**config.mk**
```make
export PLATFORM = sky130hd
export DESIGN_NAME = line_rasterizer_top
export DESIGN_NICKNAME = d
export VERILOG_FILES = /design/src/lr_pkg.sv /design/src/line_rasterizer_top.sv /design/src/lr_front.sv /design/src/lr_queue.sv /design/src/lr_back.sv
export VERILOG_INCLUDE_DIRS = /design/src /design/src/src
export SDC_FILE = /design/constraint.sdc
export NUM_CORES = 1
export LEC_CHECK = 0
export ABC_AREA = 1
export BUFFER_PORTS_ARGS = -buffer_cell sky130_fd_sc_hd__buf_4
export CELL_PAD_IN_SITES_DETAIL_PLACEMENT = 1
export CELL_PAD_IN_SITES_GLOBAL_PLACEMENT = 1
export CORE_AREA = 5 5 147 254
export CTS_BUF_LIST = sky130_fd_sc_hd__clkbuf_16
export DETAILED_ROUTE_END_ITERATION = 6
export DIE_AREA = 0 0 152 259
export PLACE_DENSITY = 0.95
export SYNTH_ARGS = -nofsm -noshare
export SYNTH_HDL_FRONTEND = slang
export SYNTH_SLANG_ARGS = --single-unit
```
**constraint.sdc**
```tcl
create_clock -name clk_i -period 8.18 [get_ports clk_i]
set_input_delay 0.409 -clock clk_i [delete_from_list [all_inputs] [get_ports clk_i]]
set_output_delay 0.409 -clock clk_i [all_outputs]
set_load 0.02 [all_outputs]
```
**src/line_rasterizer_top_defines.svh**
```systemverilog
// ----------------------------------------------------------------------------
// Line rasterizer assertion macros
// Concurrent assertion helpers clocked on clk_i and disabled during reset.
// ----------------------------------------------------------------------------
`ifndef LINE_RASTERIZER_TOP_DEFINES_SVH
`define LINE_RASTERIZER_TOP_DEFINES_SVH

`ifndef NO_ASSERTIONS
`define LR_ASSERT(lbl, expr) \
  lbl: assert property (@(posedge clk_i) disable iff (!rst_ni) (expr)) \
    else $error("line rasterizer check failed");
`define LR_ASSERT_IMP(lbl, ante, cons) \
  lbl: assert property (@(posedge clk_i) disable iff (!rst_ni) (ante) |-> (cons)) \
    else $error("line rasterizer check failed");
`define LR_ASSERT_NEXT(lbl, ante, cons) \
  lbl: assert property (@(posedge clk_i) disable iff (!rst_ni) (ante) |=> (cons)) \
    else $error("line rasterizer check failed");
`else
`define LR_ASSERT(lbl, expr)
`define LR_ASSERT_IMP(lbl, ante, cons)
`define LR_ASSERT_NEXT(lbl, ante, cons)
`endif

`endif

```
**src/lr_pkg.sv**
```systemverilog
// ----------------------------------------------------------------------------
// Line rasterizer package
// Shared widths, request and result types, and the queue entry format.
// ----------------------------------------------------------------------------
`default_nettype none

package lr_pkg;

  localparam int COORD_BITS = 10;
  localparam int ERR_BITS   = COORD_BITS + 2;
  localparam int RGB_BITS   = 24;
  localparam int COLOR_BITS = 16;

  typedef enum logic [0:0] {
    OP_START   = 1'b0,
    OP_ADVANCE = 1'b1
  } lr_op_e;

  typedef logic [COORD_BITS-1:0]    coord_t;
  typedef logic signed [ERR_BITS-1:0] err_t;

  typedef struct packed {
    lr_op_e                op;
    coord_t                x_start;
    coord_t                y_start;
    coord_t                x_end;
    coord_t                y_end;
    logic [RGB_BITS-1:0]   rgb_color;
  } lr_in_t;

  typedef struct packed {
    logic                  pixel_valid;
    coord_t                pixel_x;
    coord_t                pixel_y;
    logic [COLOR_BITS-1:0] pixel_color;
    logic                  last;
  } lr_out_t;

  // Classified request as it sits in the queue: start requests carry their
  // precomputed line setup.
  typedef struct packed {
    lr_op_e                op;
    coord_t                x_start;
    coord_t                y_start;
    coord_t                x_end;
    coord_t                y_end;
    coord_t                delta_x;
    coord_t                delta_y;
    logic                  step_x_neg;
    logic                  step_y_neg;
    err_t                  error_init;
    logic [COLOR_BITS-1:0] color;
  } lr_cmd_t;

endpackage

`default_nettype wire

```
**src/line_rasterizer_top.sv**
```systemverilog
// ----------------------------------------------------------------------------
// Line rasterizer top level
// Bresenham line walker producing one RGB565 pixel result per request.
// ----------------------------------------------------------------------------
// Usage: the input channel (in_valid_i / in_ready_o / in_data_i) takes one
// request per handshake. A start request carries both endpoints and a 24-bit
// color and yields the first pixel; each advance request yields the next
// pixel of the current line. Every request produces exactly one result on the
// output channel (out_valid_o / out_ready_i / out_data_o). The endpoint pixel
// has last set and ends the line; an advance with no line in progress returns
// a result with pixel_valid clear and all other fields zero.
// A request accepted at the input is written into the queue and moves on into
// the output register once it heads the queue and the output register is free.
// Throughput is one request per cycle while out_ready_i stays high; the walker's
// single-step add and compare in the back end sets that figure.
// Reset clears the line state (no line active), the two-entry request queue and
// the output valid flag. When the receiver stalls, the result holds in the
// output register, the walker stops, and the queue absorbs up to two more
// requests before in_ready_o drops.
// ----------------------------------------------------------------------------
`default_nettype none

`include "line_rasterizer_top_defines.svh"

module line_rasterizer_top (
  input  wire logic            clk_i,
  input  wire logic            rst_ni,
  input  wire logic            in_valid_i,
  output logic                 in_ready_o,
  input  wire lr_pkg::lr_in_t  in_data_i,
  output logic                 out_valid_o,
  input  wire logic            out_ready_i,
  output lr_pkg::lr_out_t      out_data_o
);

  logic            push;
  logic            q_ready;
  logic            q_empty;
  logic            pop;
  lr_pkg::lr_cmd_t push_cmd;
  lr_pkg::lr_cmd_t head_cmd;

  // Front end: classify and precompute the line setup.
  lr_front u_front (
    .in_valid_i (in_valid_i),
    .in_ready_o (in_ready_o),
    .in_data_i  (in_data_i),
    .push_o     (push),
    .q_ready_i  (q_ready),
    .cmd_o      (push_cmd)
  );

  // Decoupling queue so input and output can stall independently.
  lr_queue u_queue (
    .clk_i       (clk_i),
    .rst_ni      (rst_ni),
    .push_i      (push),
    .push_data_i (push_cmd),
    .ready_o     (q_ready),
    .pop_i       (pop),
    .empty_o     (q_empty),
    .head_o      (head_cmd)
  );

  // Back end: line state, one step per request, registered result.
  lr_back u_back (
    .clk_i       (clk_i),
    .rst_ni      (rst_ni),
    .q_empty_i   (q_empty),
    .cmd_i       (head_cmd),
    .pop_o       (pop),
    .out_valid_o (out_valid_o),
    .out_ready_i (out_ready_i),
    .out_data_o  (out_data_o)
  );

  // The walker never advances while a result is stalled at the output.
  `LR_ASSERT_IMP(a_no_pop_on_stall, out_valid_o && !out_ready_i, !pop)
  // The endpoint flag only ever rides on a real pixel.
  `LR_ASSERT_IMP(a_last_is_pixel, out_valid_o && out_data_o.last, out_data_o.pixel_valid)
  // A result without a pixel carries all-zero fields.
  `LR_ASSERT_IMP(a_idle_result_zero, out_valid_o && !out_data_o.pixel_valid,
                 out_data_o.pixel_x == '0 && out_data_o.pixel_y == '0 &&
                 out_data_o.pixel_color == '0)
  // A request taken while the queue is empty and the output is free is loaded
  // into the output register at the following edge.
  `LR_ASSERT_IMP(a_one_cycle_latency,
                 $past(in_valid_i && in_ready_o && q_empty && (!out_valid_o || out_ready_i), 2),
                 out_valid_o)

endmodule

`default_nettype wire

```
**src/lr_front.sv**
```systemverilog
// ----------------------------------------------------------------------------
// Line rasterizer front end
// Accepts requests and precomputes deltas, step signs, initial error and color.
// ----------------------------------------------------------------------------
`default_nettype none

module lr_front (
  input  wire logic           in_valid_i,
  output logic                in_ready_o,
  input  wire lr_pkg::lr_in_t in_data_i,
  output logic                push_o,
  input  wire logic           q_ready_i,
  output lr_pkg::lr_cmd_t     cmd_o
);

  lr_pkg::coord_t dx, dy;
  lr_pkg::err_t   err_init;

  assign in_ready_o = q_ready_i;
  assign push_o     = in_valid_i && q_ready_i;

  always_comb begin
    dx = (in_data_i.x_end > in_data_i.x_start) ? (in_data_i.x_end - in_data_i.x_start)
                                               : (in_data_i.x_start - in_data_i.x_end);
    dy = (in_data_i.y_end > in_data_i.y_start) ? (in_data_i.y_end - in_data_i.y_start)
                                               : (in_data_i.y_start - in_data_i.y_end);
    // Larger delta halved; negated when the line is y-major or diagonal.
    if (dx > dy) begin
      err_init = $signed({2'b00, dx >> 1});
    end else begin
      err_init = -$signed({2'b00, dy >> 1});
    end
  end

  always_comb begin
    cmd_o.op         = in_data_i.op;
    cmd_o.x_start    = in_data_i.x_start;
    cmd_o.y_start    = in_data_i.y_start;
    cmd_o.x_end      = in_data_i.x_end;
    cmd_o.y_end      = in_data_i.y_end;
    cmd_o.delta_x    = dx;
    cmd_o.delta_y    = dy;
    cmd_o.step_x_neg = !(in_data_i.x_start < in_data_i.x_end);
    cmd_o.step_y_neg = !(in_data_i.y_start < in_data_i.y_end);
    cmd_o.error_init = err_init;
    cmd_o.color      = {in_data_i.rgb_color[23:19], in_data_i.rgb_color[15:10],
                        in_data_i.rgb_color[7:3]};
  end

endmodule

`default_nettype wire

```
**src/lr_queue.sv**
```systemverilog
// ----------------------------------------------------------------------------
// Line rasterizer request queue
// Two-entry queue between the front end and the pixel walker.
// ----------------------------------------------------------------------------
`default_nettype none

module lr_queue (
  input  wire logic            clk_i,
  input  wire logic            rst_ni,
  input  wire logic            push_i,
  input  wire lr_pkg::lr_cmd_t push_data_i,
  output logic                 ready_o,
  input  wire logic            pop_i,
  output logic                 empty_o,
  output lr_pkg::lr_cmd_t      head_o
);

  lr_pkg::lr_cmd_t mem_q [2];
  logic            wr_ptr_q, wr_ptr_d;
  logic            rd_ptr_q, rd_ptr_d;
  logic [1:0]      count_q, count_d;

  assign ready_o = (count_q != 2'd2);
  assign empty_o = (count_q == 2'd0);
  assign head_o  = mem_q[rd_ptr_q];

  always_comb begin
    wr_ptr_d = push_i ? ~wr_ptr_q : wr_ptr_q;
    rd_ptr_d = pop_i  ? ~rd_ptr_q : rd_ptr_q;
    count_d  = count_q + {1'b0, push_i} - {1'b0, pop_i};
  end

  always_ff @(posedge clk_i or negedge rst_ni) begin
    if (!rst_ni) begin
      wr_ptr_q <= 1'b0;
      rd_ptr_q <= 1'b0;
      count_q  <= 2'd0;
    end else begin
      wr_ptr_q <= wr_ptr_d;
      rd_ptr_q <= rd_ptr_d;
      count_q  <= count_d;
    end
  end

  always_ff @(posedge clk_i) begin
    if (push_i) begin
      mem_q[wr_ptr_q] <= push_data_i;
    end
  end

endmodule

`default_nettype wire

```
**src/lr_back.sv**
```systemverilog
// ----------------------------------------------------------------------------
// Line rasterizer pixel walker
// Holds the line state, takes one Bresenham step per request, registers output.
// ----------------------------------------------------------------------------
`default_nettype none

module lr_back (
  input  wire logic            clk_i,
  input  wire logic            rst_ni,
  input  wire logic            q_empty_i,
  input  wire lr_pkg::lr_cmd_t cmd_i,
  output logic                 pop_o,
  output logic                 out_valid_o,
  input  wire logic            out_ready_i,
  output lr_pkg::lr_out_t      out_data_o
);

  lr_pkg::coord_t                cur_x_q, cur_x_d, cur_y_q, cur_y_d;
  lr_pkg::coord_t                goal_x_q, goal_x_d, goal_y_q, goal_y_d;
  lr_pkg::coord_t                dx_q, dx_d, dy_q, dy_d;
  logic                          sxn_q, sxn_d, syn_q, syn_d;
  lr_pkg::err_t                  err_q, err_d;
  logic [lr_pkg::COLOR_BITS-1:0] color_q, color_d;
  logic                          active_q, active_d;
  logic                          out_valid_q;
  lr_pkg::lr_out_t               out_q, out_d;

  lr_pkg::err_t dx_s, dy_s;
  logic         move_x, move_y, at_end;

  assign pop_o       = !q_empty_i && (!out_valid_q || out_ready_i);
  assign out_valid_o = out_valid_q;
  assign out_data_o  = out_q;

  always_comb begin
    cur_x_d  = cur_x_q;
    cur_y_d  = cur_y_q;
    goal_x_d = goal_x_q;
    goal_y_d = goal_y_q;
    dx_d     = dx_q;
    dy_d     = dy_q;
    sxn_d    = sxn_q;
    syn_d    = syn_q;
    err_d    = err_q;
    color_d  = color_q;
    active_d = active_q;
    dx_s     = $signed({2'b00, dx_q});
    dy_s     = $signed({2'b00, dy_q});
    move_x   = err_q > -dx_s;
    move_y   = err_q < dy_s;
    out_d    = '0;

    if (cmd_i.op == lr_pkg::OP_START) begin
      cur_x_d  = cmd_i.x_start;
      cur_y_d  = cmd_i.y_start;
      goal_x_d = cmd_i.x_end;
      goal_y_d = cmd_i.y_end;
      dx_d     = cmd_i.delta_x;
      dy_d     = cmd_i.delta_y;
      sxn_d    = cmd_i.step_x_neg;
      syn_d    = cmd_i.step_y_neg;
      err_d    = cmd_i.error_init;
      color_d  = cmd_i.color;
    end else if (active_q) begin
      err_d = err_q - (move_x ? dy_s : '0) + (move_y ? dx_s : '0);
      if (move_x) begin
        cur_x_d = sxn_q ? (cur_x_q - lr_pkg::COORD_BITS'(1))
                        : (cur_x_q + lr_pkg::COORD_BITS'(1));
      end
      if (move_y) begin
        cur_y_d = syn_q ? (cur_y_q - lr_pkg::COORD_BITS'(1))
                        : (cur_y_q + lr_pkg::COORD_BITS'(1));
      end
    end

    at_end = (cur_x_d == goal_x_d) && (cur_y_d == goal_y_d);

    // An advance with no line in progress yields an all-zero result.
    if ((cmd_i.op == lr_pkg::OP_START) || active_q) begin
      active_d          = !at_end;
      out_d.pixel_valid = 1'b1;
      out_d.pixel_x     = cur_x_d;
      out_d.pixel_y     = cur_y_d;
      out_d.pixel_color = color_d;
      out_d.last        = at_end;
    end
  end

  always_ff @(posedge clk_i or negedge rst_ni) begin
    if (!rst_ni) begin
      cur_x_q     <= '0;
      cur_y_q     <= '0;
      goal_x_q    <= '0;
      goal_y_q    <= '0;
      dx_q        <= '0;
      dy_q        <= '0;
      sxn_q       <= 1'b0;
      syn_q       <= 1'b0;
      err_q       <= '0;
      color_q     <= '0;
      active_q    <= 1'b0;
      out_valid_q <= 1'b0;
    end else begin
      if (pop_o) begin
        cur_x_q  <= cur_x_d;
        cur_y_q  <= cur_y_d;
        goal_x_q <= goal_x_d;
        goal_y_q <= goal_y_d;
        dx_q     <= dx_d;
        dy_q     <= dy_d;
        sxn_q    <= sxn_d;
        syn_q    <= syn_d;
        err_q    <= err_d;
        color_q  <= color_d;
        active_q <= active_d;
      end
      if (pop_o) begin
        out_valid_q <= 1'b1;
      end else if (out_ready_i) begin
        out_valid_q <= 1'b0;
      end
    end
  end

  always_ff @(posedge clk_i) begin
    if (pop_o) begin
      out_q <= out_d;
    end
  end

endmodule

`default_nettype wire

```
# [Word level (Yosys, flattened, before mapping)]
# Memory sizes are Yosys's and may differ from the RTL's.
# Cells that the tools add are included.
[word_totals] n_memories=1 ram_bits=182 ff_bits=134
[op_classes] bitwise_logic=3 order_cmp=7 n_eq_ne=4 muxes=23 addsub=14 reduce_logical=15
[mem_list] memory="u_queue.mem_q" depth=2 width=91 read_ports=1 rd_clocked_by_memory_dff=0 wr=1 line="lr_queue.sv:18" source="lr_pkg::lr_cmd_t mem_q [2];"
[op_table] cell="10-bit two-way mux" n=14
[op_table] cell="10-bit subtractor" n=4
[op_table] cell="38-bit two-way mux" n=1
[op_table] cell="12-bit two-way mux" n=3
[op_table] cell="10-bit > comparator" n=3
[op_table] cell="10-bit by 1-bit adder with 10-bit output (second input constant)" n=2
[op_table] cell="10-bit equality test" n=2
[op_table] cell="10-bit < comparator" n=2
[op_table] cell="10-bit by 1-bit subtractor with 10-bit output (second input constant)" n=2
[op_table] cell="16-bit two-way mux" n=1
[op_table] cell="12-bit adder" n=1
[op_table] cell="12-bit > comparator" n=1
[op_table] cell="12-bit by 11-bit < comparator with 1-bit output" n=1
[op_table] cell="10-bit negation with 12-bit output" n=1
[op_table] cell="9-bit negation with 12-bit output" n=1
[op_table] cell="12-bit subtractor" n=1
[op_table] cell="2-bit AND reduction" n=3
[op_table] cell="1-bit zero test" n=5
[op_table] cell="1-bit two-way mux" n=4
[op_table] cell="2-bit != test (second input constant)" n=2
[op_table] cell="1-bit logical AND" n=3
[op_table] cell="1-bit NOT" n=3
[op_table] cell="2-bit by 1-bit adder with 2-bit output" n=1
[op_table] cell="2-bit zero test" n=1
[op_table] cell="3 further kinds" n=4

# [Logic depth before layout (Yosys ltp)]
# Gate-level depths: netlist of run 1.
[depth] word_depth=8 ltp_mapped=32 mapped_depth_nobuf=32

# [Cells and area by module]
# A second synthesis of run 1 with hierarchy kept.
[unflattened] hier_cells=2121 hier_area_um2=19099.6
[by_module_without_submodules] mod="lr_back" instances=1 cells_each=1066 area_each_um2=8491.9
[by_module_without_submodules] mod="lr_queue" instances=1 cells_each=500 area_each_um2=7285.7
[by_module_without_submodules] mod="lr_front" instances=1 cells_each=555 area_each_um2=3321.9

# [Worst setup path before layout of run 1]
# Ideal clock, no wire load.
[synth_timing] path_kind="register -> register" startpoint="reg u_queue.count_q[1]" endpoint="mem u_queue.mem_q[1][0] in the netlist's numbering, enable pin" period_less_slack_ns=5.066 slack_ns=3.114 n_path_buf=0 path_stages_with_launch=4 arrival_ns=4.523 cell_sequence="dfrtp_1 -> nand2_1 -> nand2_1 -> nor2_1"
[synth_between] elab_chain_len=4
[synth_rtl] item="start, declared" line="lr_queue.sv:21" source="logic [1:0] count_q, count_d;"
[synth_rtl] item="start signal, assigned" line="lr_queue.sv:41" source="count_q <= count_d;"
[synth_rtl] item="2-bit != test" line="lr_queue.sv:23" source="assign ready_o = (count_q != 2'd2);"
[synth_rtl] item="net in_ready_o" line="line_rasterizer_top.sv:29" source="output logic in_ready_o,"
[synth_rtl] item="1-bit logical AND" line="lr_front.sv:20" source="assign push_o = in_valid_i && q_ready_i;"
[synth_rtl] item="1-bit two-way mux" line="lr_queue.sv:46" source="if (push_i) begin"
[synth_rtl] item="1-bit two-way mux (not written as such)" line="lr_queue.sv:47" source="mem_q[wr_ptr_q] <= push_data_i;"
[synth_rtl] item="end, declared" line="lr_queue.sv:18"
# The timed path passes the listed nets, and every way through them passes these cells.

# [Final worst setup path of run 1]
[layout_timing] startpoint="reg u_back.dx_q[2]" endpoint="reg u_back.err_q[11]"
[layout_between] elab_chain_len=7 elab_cells_between_ends=8 classes_between="add/sub (3); order compare (1); mux (4)"
[layout_rtl] item="start, declared" line="lr_back.sv:20" source="lr_pkg::coord_t dx_q, dx_d, dy_q, dy_d;"
[layout_rtl] item="start signal, assigned" line="lr_back.sv:95" source="dx_q <= '0;"
[layout_rtl] item="start signal, assigned" line="lr_back.sv:109" source="dx_q <= dx_d;"
[layout_rtl] item="10-bit negation with 12-bit output" line="lr_back.sv:49" source="move_x = err_q > -dx_s;"
[layout_rtl] item="12-bit > comparator" line="lr_back.sv:49"
[layout_rtl] item="10-bit two-way mux" line="lr_back.sv:65" source="err_d = err_q - (move_x ? dy_s : '0) + (move_y ? dx_s : '0);"
[layout_rtl] item="12-bit subtractor" line="lr_back.sv:65"
[layout_rtl] item="12-bit adder *" line="lr_back.sv:65"
[layout_rtl] item="12-bit two-way mux *" line="lr_back.sv:64" source="end else if (active_q) begin"
[layout_rtl] item="12-bit two-way mux *" line="lr_back.sv:53" source="if (cmd_i.op == lr_pkg::OP_START) begin"
[layout_rtl] item="end signal, assigned" line="lr_back.sv:113" source="err_q <= err_d;"
[layout_rtl] item="end, declared" line="lr_back.sv:22" source="lr_pkg::err_t err_q, err_d;"
# Mark *: on every way between the ends. The rest lies on a longest branch, timed or not. The select of a mux whose other input is x is not followed.
# A chain may end at the register's enable or synchronous reset.

==> results of run 1 <==
state kept, by name, indices dropped and copies added (netlist names), 2 cells and up:
register,count
u_back.color_q,16
u_back.cur_x_q,10
u_back.cur_y_q,10
u_back.dx_q,10
u_back.dy_q,10
u_back.err_q,12
u_back.goal_x_q,10
u_back.goal_y_q,10
u_back.out_data_o,38
u_queue.count_q,2
u_queue.mem_q,182
final timing paths:
path | slack, ps | cells after the start | startpoint | end
setup / recovery | 1220 | 28 | u_back.dx_q[2]$_DFFE_PN0P_ | u_back.err_q[11]$_DFFE_PN0P_
hold / removal | 30 | 1 | in_data_i[6] | u_queue.mem_q[0][3]$_DFFE_PP_
setup reg to reg | 1220 | 28 | u_back.dx_q[2]$_DFFE_PN0P_ | u_back.err_q[11]$_DFFE_PN0P_
hold reg to reg | 530 | 2 | u_back.cur_x_q[8]$_DFFE_PN0P_ | u_back.cur_x_q[8]$_DFFE_PN0P_
min in group asynchronous | 380 | 2 | rst_ni | u_back.color_q[11]$_DFFE_PN0P_
max in group asynchronous | 6420 | 3 | rst_ni | u_queue.rd_ptr_q$_DFFE_PN0P_
critical path: cells and delay by family (launching register included):
kind                       cells  cell delay [ps]
and+or+nand+nor               13             2740
AOI/OAI and AO/OA             10             2330
adders and majority gates      3             1020
DFF                            1              470
buffers and inverters          2              200
through the flow:
stage	std cells	instance area, µm²	util
floorplan	1940	17560	-
global placement	2452	18710	0.5336
detailed placement	2452	18710	0.5336
CTS	2505	19660	0.5607
global route	2505	19670	0.5608
finish	2505	19670	0.5608
cell families after synthesis:
family          synth area share
flops                     0.5130
buf+inv                  0.07139
compound gates           0.09576
mux                     0.002921
xor+xnor                 0.02601
simple gates              0.1986
fa+ha+maj                0.09234
placed cells by master (no fill, tap or decap), drive strengths merged:
| cell type | synthesis | routed |
|---|---|---|
| o211ai | 7 | 7 |
| o31ai | 17 | 17 |
| and2 | 1 | 1 |
| fa | 16 | 16 |
| o221ai | 2 | 2 |
| nor4 | 1 | 1 |
| mux2i | 4 | 4 |
| buf | 32 | 111 |
| clkbuf | 32 | 29 |
| inv | 256 | 261 |
| a211oi | 3 | 3 |
| xnor2 | 12 | 12 |
| a221oi | 3 | 3 |
| ha | 104 | 104 |
| nand2 | 572 | 572 |
| a21o | 4 | 4 |
| o21ai | 145 | 145 |
| xor2 | 38 | 38 |
| o2111ai | 3 | 3 |
| dfrtp | 96 | 96 |
| nor3 | 6 | 6 |
| o21bai | 6 | 6 |
| o311ai | 1 | 1 |
| clkinvlp | 0 | 3 |
| a31oi | 32 | 32 |
| dlygate4sd3 | 0 | 1 |
| or2 | 2 | 2 |
| o21a | 1 | 1 |
| nand3b | 7 | 7 |
| edfxtp | 220 | 220 |
| mux2 | 1 | 1 |
| a21oi | 67 | 67 |
| nor2 | 129 | 129 |
| bufinv | 0 | 4 |
| nand3 | 90 | 90 |
| clkinv | 1 | 12 |
| nand4 | 26 | 26 |
| a21boi | 3 | 3 |
layer usage:
layer,vias up,track usage,share of wire
met4,0,0.2009,0.079
met3,291,0.03853,0.054
met1,7514,0.3073,0.34
li1,6561,-,-
met2,763,0.5539,0.53
met5,-,0,0
final cells by class:
cell class / count / share of cell area
Inverter: 257 / 0.04905
Clock buffer: 29 / 0.03690
Multi-Input combinational cell: 1303 / 0.3724
Sequential cell: 316 / 0.4581
Timing Repair Buffer: 112 / 0.04288
Tap cell: 465 / 0.02958
Clock inverter: 23 / 0.01101
==> reports/metrics.cfg, run 1 <==
[detailed_routing]
via_count = 15130
ant_nets = 0
firstDrtPassIters = 6
drt_iter0_markers = 1340
vias_per_cell = 6.040
routed_wl_um = 59760
drcViolationCount = 0
avgRoutedWirePerCell_um = 23.86

[logic_synthesis]
yosysMostFrequentCell = nand2_1
synthesis.nets = 2129
synth_seq_cells = 316
synth_area_leaders = edfxtp_1, dfrtp_1, nand2_1, ha_1, inv_1
async_flop_share = 0.3038
yosysWarnings = 0
synth_common_cells = nand2_1, inv_1, edfxtp_1, o21ai_0, nor2_1
ys_seq_area_frac = 0.5130
ys.flop_type = edfxtp_1
synth-edff-count = 220
netlist.area_leader.share = 0.3762
synthCells = 1940
ys_types = 54
syn_area_um2 = 17560
yosys.area.top_type = edfxtp_1
syn_area_per_cell_um2 = 9.052

[sta]
setup_slack_ps = 1220
period_share = 0.8508
tightest_slew_ps = 1219
rsz0062_at_grt = no
clock.fmax_mhz = 143.7
fin_crit_ps = 6960
fin_setup_tns_ps = 0
skew_ps = 22.38
slew_headroom = 0.1873
slew_viol_final = 0
timing.final.hold_violations = 0
setup_viol = 0
whs_ps = 25.31

[worst_setup_path]
cp-end-kind = register
critPathRequiredTime_ps = 8580
crit_fanout = 10
cp_data_arrival_time_ps = 7360
cp_slowest_cell = dfrtp_1
slowest_delay_ps = 470
worst_setup_path_start_kind = register
critPathKind = reg2reg

[grt]
grt_usage = 0.2970
grt_pass1_vias = 16920
grt_pass1_wl_um = 93050
antenna_found_initial = 0
grt_max_degree = 117
overflow = 0

[finish]
register_area_um2 = 9010
num_antenna_cells = 0
multi_input_area_um2 = 7325
final_nets = 2207
fillers = 4062
syn2layout_area_growth_pct = 11.99
drive_gt1_frac = 0.1000

[clock_tree]
cts_buffer_depth = 3
cts_setup_buffers = 0
hold_buffers = 1
clock-sinks = 316
clk_pin_slew_worst_paths_ps = 70
clkLatencyLatePin_ps = 590
cts_tree = done
cts.repair.resized = 0
cts_root_buffer = clkbuf_16
cts_buffers = 28
cts_htree_levels = 1

[place]
hpwl_um = 40100
pre_cts_ws_ps = 1799
place_congestion = 0.9053
io_buffers = 100

[run]
maxCapViolCount = 0

[die]
pin_count = 109
fp-row-count = 91
die_height_um = 259
core_region_area_um2 = 35070
die_w_um = 152
start_util = 0.5007
dieArea_um2 = 39370

[status]
status = complete, no violations

[worst_hold_path]
hold_path.class = in2reg

Power of run 1 is left out: the tool's default activity adds up to more than one toggle a clock period on the data nets, which glitch-free logic cannot reach.
==> run 2, diff against run 1 <==
- CORE_AREA: 5 5 147 254 -> 5 5 151 262
- DIE_AREA: 0 0 152 259 -> 0 0 156 267
- SYNTH_HIERARCHICAL: default -> 1
==> reports/metrics.cfg, run 2 <==
[detailed_routing]
vias_per_cell = 5.757  ; -4.7%
firstDrtPassIters = 5  ; -1
drt_iter0_markers = 1068  ; -20%
avgRoutedWirePerCell_um = 22.15  ; -7.1%
drcViolationCount = 0  ; unchanged
ant_nets = 0  ; unchanged
via_count = 15220  ; +0.58%
routed_wl_um = 58550  ; -2.0%

[die]
fp-row-count = 94  ; +3.3%
die_w_um = 156  ; +2.6%
dieArea_um2 = 41650  ; +5.8%
core_region_area_um2 = 37280  ; +6.3%
die_height_um = 267  ; +3.1%
start_util = 0.5123  ; +0.01153
pin_count = 109  ; unchanged

[logic_synthesis]
ys.flop_type = edfxtp_1
synthCells = 2121  ; +9.3%
synthAdderAreaFrac = 0.08425  ; -0.008096
netlist.area_leader.share = 0.3459  ; -0.03031
synthesis.nets = 2309  ; +8.5%
synth_mux_area_frac = 0.01441  ; +0.01149
ys_types = 58  ; +7.4%
synth_top_family_by_area = simple AND/OR/NAND/NOR gates
synth_compound_area_frac = 0.09853  ; +0.002765
yosysMostFrequentCell = nand2_1
yosysWarnings = 6  ; +6
yosys.area.top_type = edfxtp_1
syn_area_um2 = 19100  ; +8.8%
syn_area_per_cell_um2 = 9.005  ; -0.52%
synth_seq_cells = 316  ; unchanged
synth_area_leaders = edfxtp_1, dfrtp_1, nand2_1, ha_1, inv_1
synthXorXnorAreaFrac = 0.02018  ; -0.005830
synth_common_cells = nand2_1, inv_1, edfxtp_1, o21ai_0, nor2_1
async_flop_share = 0.3038  ; unchanged
synth_simple_gate_area_share = 0.1965  ; -0.002047
synth-edff-count = 220  ; unchanged
ys_seq_area_frac = 0.4717  ; -0.04134

[worst_setup_path]
worst_setup_path_start_kind = register
critPathKind = reg2reg
cp_common_cell = nor2_1
cp_slowest_cell = dfrtp_1
critPathRequiredTime_ps = 8610  ; +30 ps
slowest_delay_ps = 440  ; -30 ps
cp_data_arrival_time_ps = 6760  ; -600 ps
cp-end-kind = register
crit_fanout = 10  ; unchanged

[grt]
overflow = 0  ; unchanged
grt_pass1_vias = 16720  ; -1.2%
antenna_found_initial = 0  ; unchanged
grt_max_degree = 111  ; -5.1%
grt_usage = 0.2772  ; -0.01981
grt_pass1_wl_um = 90920  ; -2.3%

[sta]
fin_crit_ps = 6333  ; -626.8 ps
setup_viol = 0  ; unchanged
slew_headroom = 0.1822  ; -0.005126
rsz0062_at_grt = no
timing.final.hold_violations = 0  ; unchanged
slew_viol_final = 0  ; unchanged
tightest_slew_ps = 1225  ; +6.340 ps
clock.fmax_mhz = 157.9  ; +9.9%
skew_ps = 17.61  ; -4.773 ps
fin_setup_tns_ps = 0  ; unchanged
period_share = 0.7742  ; -0.07663
whs_ps = 27.50  ; +2.194 ps

[finish]
regMostFlops = u_queue/mem_q
final_nets = 2329  ; +5.5%
num_antenna_cells = 0  ; unchanged
largest_reg_flops = 182  ; unchanged
syn2layout_area_growth_pct = 7.973
multi_input_area_um2 = 7934  ; +8.3%
drive_gt1_frac = 0.1479  ; +0.04794
final_cell_mix = nand2_1, inv_1, edfxtp_1
fillers = 4284  ; +5.5%
fin_area_um2 = 20620  ; +4.9%
final_common_cell = nand2_1
register_area_um2 = 9012  ; about the same

[pwr]
power.leakage_nw = 9.782
pwr_density_cell_nw_per_um2 = 477.3
peakVddDrop_uv = 231.7

[worst_hold_path]
hold_path.class = in2reg

[clock_tree]
cts_buffers = 29  ; +3.6%
clock-sinks = 316  ; unchanged
cts_tree = done
cts_root_buffer = clkbuf_16
clkLatencyLatePin_ps = 570  ; -20 ps
cts_htree_levels = 1  ; unchanged
cts_buffer_depth = 3  ; unchanged
clk_pin_slew_worst_paths_ps = 70  ; about the same

[place]
io_buffers = 100  ; unchanged
placed_area_um2 = 19630  ; +4.9%
place_congestion = 0.9193  ; +1.5%
hpwl_um = 41040  ; +2.4%

[run]
maxCapViolCount = 0  ; unchanged

[status]
status = complete, no violations

[run 2: cell count changes after synthesis, sizes merged, moves of 30 or more]
cell and delta:
o21ai +50, buf +64, or2 +31, nand2 -38, inv +70, a31oi -30
[run 2: timing repair]
| item | CTS | global route |
|---|---|---|
| buffers inserted | 0 | 0 |
| hold buffers | 1 | 0 |
| gates resized for setup | 0 | 0 |
| hold endpoints to repair | 30 | 0 |
[run 2: area by class of cell]
type,instances,share of cell area
sequential,316,0.4370
multi-input combinational,1352,0.3847
inverter,329,0.06031
timing repair buffer,113,0.04126
clock buffer,30,0.03640
tap,480,0.02912
clock inverter,23,0.01116
[run 2: per-stage QoR]
stage	worst slack (ps)	utilization	cells	total power [mW]
2_1_floorplan	3152	-	2121	6.613
3_3_place_gp	2457	0.5265	2589	7.565
3_5_place_dp	2027	0.5265	2589	8.130
4_1_cts	1945	0.5531	2643	9.777
5_1_grt	1462	0.5531	2643	10.45
6_report	1847	0.5531	2643	9.844
[run 2: cell families (layout without fill, tap and decap cells)]
family | Yosys count | in the layout
and+or+nand+nor | 848 | 848
buffers and inverters | 453 | 495
DFF | 316 | 316
AOI/OAI and AO/OA | 314 | 314
adders and majority gates | 119 | 119
xor gates and xnor gates | 44 | 44
muxes | 27 | 27
[run 2: metal layers]
metal / vias to the layer above / part of all wire / GRT usage
met5: - / 0 / 0
met4: 0 / 0.068 / 0.1646
met3: 213 / 0.045 / 0.02498
met2: 581 / 0.53 / 0.5139
met1: 7550 / 0.36 / 0.3022
li1: 6872 / - / -
[run 2: final timing paths]
check	cells past startpoint	slack (ps)	end	start
max in group asynchronous	3	6420	u_queue/rd_ptr_q$_DFFE_PN0P_	rst_ni
setup / recovery	30	1850	u_back/err_q[10]$_DFFE_PN0P_	u_back/dx_q[2]$_DFFE_PN0P_
min in group asynchronous	2	330	u_back/dy_q[0]$_DFFE_PN0P_	rst_ni
hold / removal	1	30	u_queue/mem_q[0][8]$_DFFE_PP_	in_data_i[13]
hold reg to reg	2	500	u_back/color_q[0]$_DFFE_PN0P_	u_back/color_q[0]$_DFFE_PN0P_
setup reg to reg	30	1850	u_back/err_q[10]$_DFFE_PN0P_	u_back/dx_q[2]$_DFFE_PN0P_
[run 2: critical path: cells and delay by family (launching register included)]
family,cells,cell delay (ps)
adders and majority gates,3,960
AOI/OAI and AO/OA,5,1340
buffers and inverters,5,780
DFF,1,440
xor gates and xnor gates,1,150
and+or+nand+nor,16,2540
[run 2: power by group]
part,switching (mW),internal (mW)
Clock,0.627,0.798
Sequential,0.334,2.45
Combinational,3.83,1.80
Power figures use the tool's default switching activity.
==> run 3, diff against run 2 <==
- CORE_AREA: 5 5 151 262 -> 5 5 166 287
- DIE_AREA: 0 0 156 267 -> 0 0 171 292
- PLACE_DENSITY: 0.95 -> 0.87
- clock period: 8.18 -> 5.1 ns (I/O delays scaled with it)
==> reports/metrics.cfg, run 3 (synthesis results as in run 2) <==
[worst_setup_path]
crit_family = simple AND/OR/NAND/NOR gates
cp_common_cell = nor2_1
critPathKind = reg2reg
slowest_delay_ps = 500  ; +60 ps
critPathRequiredTime_ps = 5560  ; -3050 ps
cp_slowest_cell = fa_1
crit_fanout = 5  ; -5
cp_data_arrival_time_ps = 5340  ; -1420 ps
cp-end-kind = register
path_buf_inv = 7  ; +2
worst_setup_path_start_kind = register

[die]
fp-row-count = 103  ; +9.6%
dieArea_um2 = 49930  ; +20%
die_height_um = 292  ; +9.4%
pin_count = 109  ; unchanged
die_w_um = 171  ; +9.6%
core_region_area_um2 = 44980  ; +21%
start_util = 0.4247  ; -0.08763

[detailed_routing]
avgRoutedWirePerCell_um = 20.60  ; -7.0%
via_count = 15280  ; +0.43%
drcViolationCount = 0  ; unchanged
firstDrtPassIters = 5  ; unchanged
routed_wl_um = 58440  ; -0.19%
vias_per_cell = 5.386  ; -6.4%
drt_iter0_markers = 977  ; -8.5%
ant_nets = 0  ; unchanged

[run]
maxCapViolCount = 0  ; unchanged

[grt]
grt_usage = 0.2276  ; -0.04963
grt_pass1_vias = 16900  ; +1.1%
overflow = 0  ; unchanged
antenna_found_initial = 2  ; +2
grt_max_degree = 182  ; +64%
grt_pass1_wl_um = 90330  ; -0.65%

[clock_tree]
clkLatencyLatePin_ps = 590  ; +20 ps
clk_pin_slew_worst_paths_ps = 70  ; about the same
cts_buffers = 31  ; +6.9%
clock-sinks = 316  ; unchanged
cts_htree_levels = 1  ; unchanged
cts_buffer_depth = 3  ; unchanged
cts_root_buffer = clkbuf_16
cts_tree = done

[worst_hold_path]
hold_path.class = in2reg

[finish]
regMostFlops = u_queue/mem_q
drive_gt1_frac = 0.1651  ; +0.01717
final_nets = 2422  ; +4.0%
final_cell_mix = nand2_1, inv_1, edfxtp_1
fin_area_um2 = 21740  ; +5.4%
largest_reg_flops = 182  ; unchanged
final_common_cell = nand2_1
syn2layout_area_growth_pct = 13.82

[pwr]
p_total_mw = 16.37  ; +66%
power.leakage_nw = 10.24  ; +4.7%
peakVddDrop_uv = 480.0  ; +110%
pwr_density_cell_nw_per_um2 = 753.2  ; +58%

[status]
status = complete, no violations

[sta]
skew_ps = 22.87  ; +5.269 ps
tightest_slew_ps = 1030  ; -195.2 ps
setup_viol = 0  ; unchanged
fin_setup_tns_ps = 0  ; unchanged
timing.final.hold_violations = 0  ; unchanged
period_share = 0.9568  ; +0.1826
slew_headroom = 0.3132  ; +0.1310
fin_crit_ps = 4880  ; -1453 ps
clock.fmax_mhz = 204.9  ; +30%
slew_viol_final = 0  ; unchanged

[place]
io_buffers = 100  ; unchanged
place_congestion = 0.9096  ; -1.1%
placed_area_um2 = 20000  ; +1.9%
hpwl_um = 40960  ; -0.19%

-- run 3: cell count changes in the layout (fill, tap and decap cells not counted), sizes merged --
cell / before / now
buf: 112 / 145
clkbuf: 30 / 31
clkinv: 12 / 14
clkinvlp: 2 / 1
diode: 0 / 1
dlygate4sd3: 1 / 59
inv: 334 / 337
-- run 3: cell type report --
type / count / area [µm²]
clock inverter: 27 / 230.2
timing repair buffer: 204 / 1692
sequential: 316 / 9012
tap: 577 / 721.9
clock buffer: 31 / 775.7
multi-input combinational: 1352 / 8059
antenna: 1 / 2.502
fill: 5163 / 23240
inverter: 329 / 1246
-- run 3: worst reg2reg max path: cells and delay by family (launching register included) --
| kind | cells | cell delay [ps] |
|---|---|---|
| AO/OA/AOI/OAI | 5 | 830 |
| XOR/XNOR | 1 | 160 |
| adder cells (fa/ha/maj) | 4 | 1280 |
| buffers and inverters | 7 | 680 |
| flip-flops | 1 | 430 |
| AND/OR/NAND/NOR | 15 | 1410 |
-- run 3: final timing paths --
path                                                 from                        endpoint  slack [ps]  depth (start not counted)
setup / recovery               u_back/dx_q[1]$_DFFE_PN0P_    u_back/err_q[10]$_DFFE_PN0P_         220                         32
hold / removal                                 in_valid_i    u_queue/wr_ptr_q$_DFFE_PN0P_          50                          4
setup reg to reg               u_back/dx_q[1]$_DFFE_PN0P_    u_back/err_q[10]$_DFFE_PN0P_         220                         32
hold reg to reg            u_back/goal_x_q[5]$_DFFE_PN0P_  u_back/goal_x_q[5]$_DFFE_PN0P_         490                          2
max in group asynchronous                          rst_ni      u_back/dy_q[8]$_DFFE_PN0P_        3740                          3
min in group asynchronous                          rst_ni   u_back/color_q[1]$_DFFE_PN0P_         350                          2
-- run 3: per-layer routing --
layer / vias up / part of all wire / track usage
li1: 7083 / - / -
met1: 7557 / 0.35 / 0.2414
met2: 454 / 0.55 / 0.4336
met3: 187 / 0.038 / 0.02167
met4: 0 / 0.057 / 0.1214
met5: - / 0 / 0
-- run 3: through the flow --
stage	cells	hold WS [ps]	utilization	worst slack, ps
2_1_floorplan	2121	-40.59	-	71.99
3_3_place_gp	2716	418.2	0.4446	121.8
3_5_place_dp	2716	434.6	0.4446	-150.0
4_1_cts	2833	30.89	0.4804	33.19
5_1_grt	2837	64.32	0.4834	-65.12
6_report	2837	47.35	0.4834	220.2
-- run 3: timing repair --
item,4_1_cts,5_1_grt
endpoints found under the hold margin,178,0
buffers inserted,0,3
gates resized for setup,5,28
gates cloned,0,0
pin swaps,0,12
endpoints found under the setup margin,4,4
hold buffers,59,0
-- run 3: power breakdown --
group	internal [mW]	switching, mW
sequential	3.93	0.547
combinational	3.38	6.19
clock	1.30	1.01
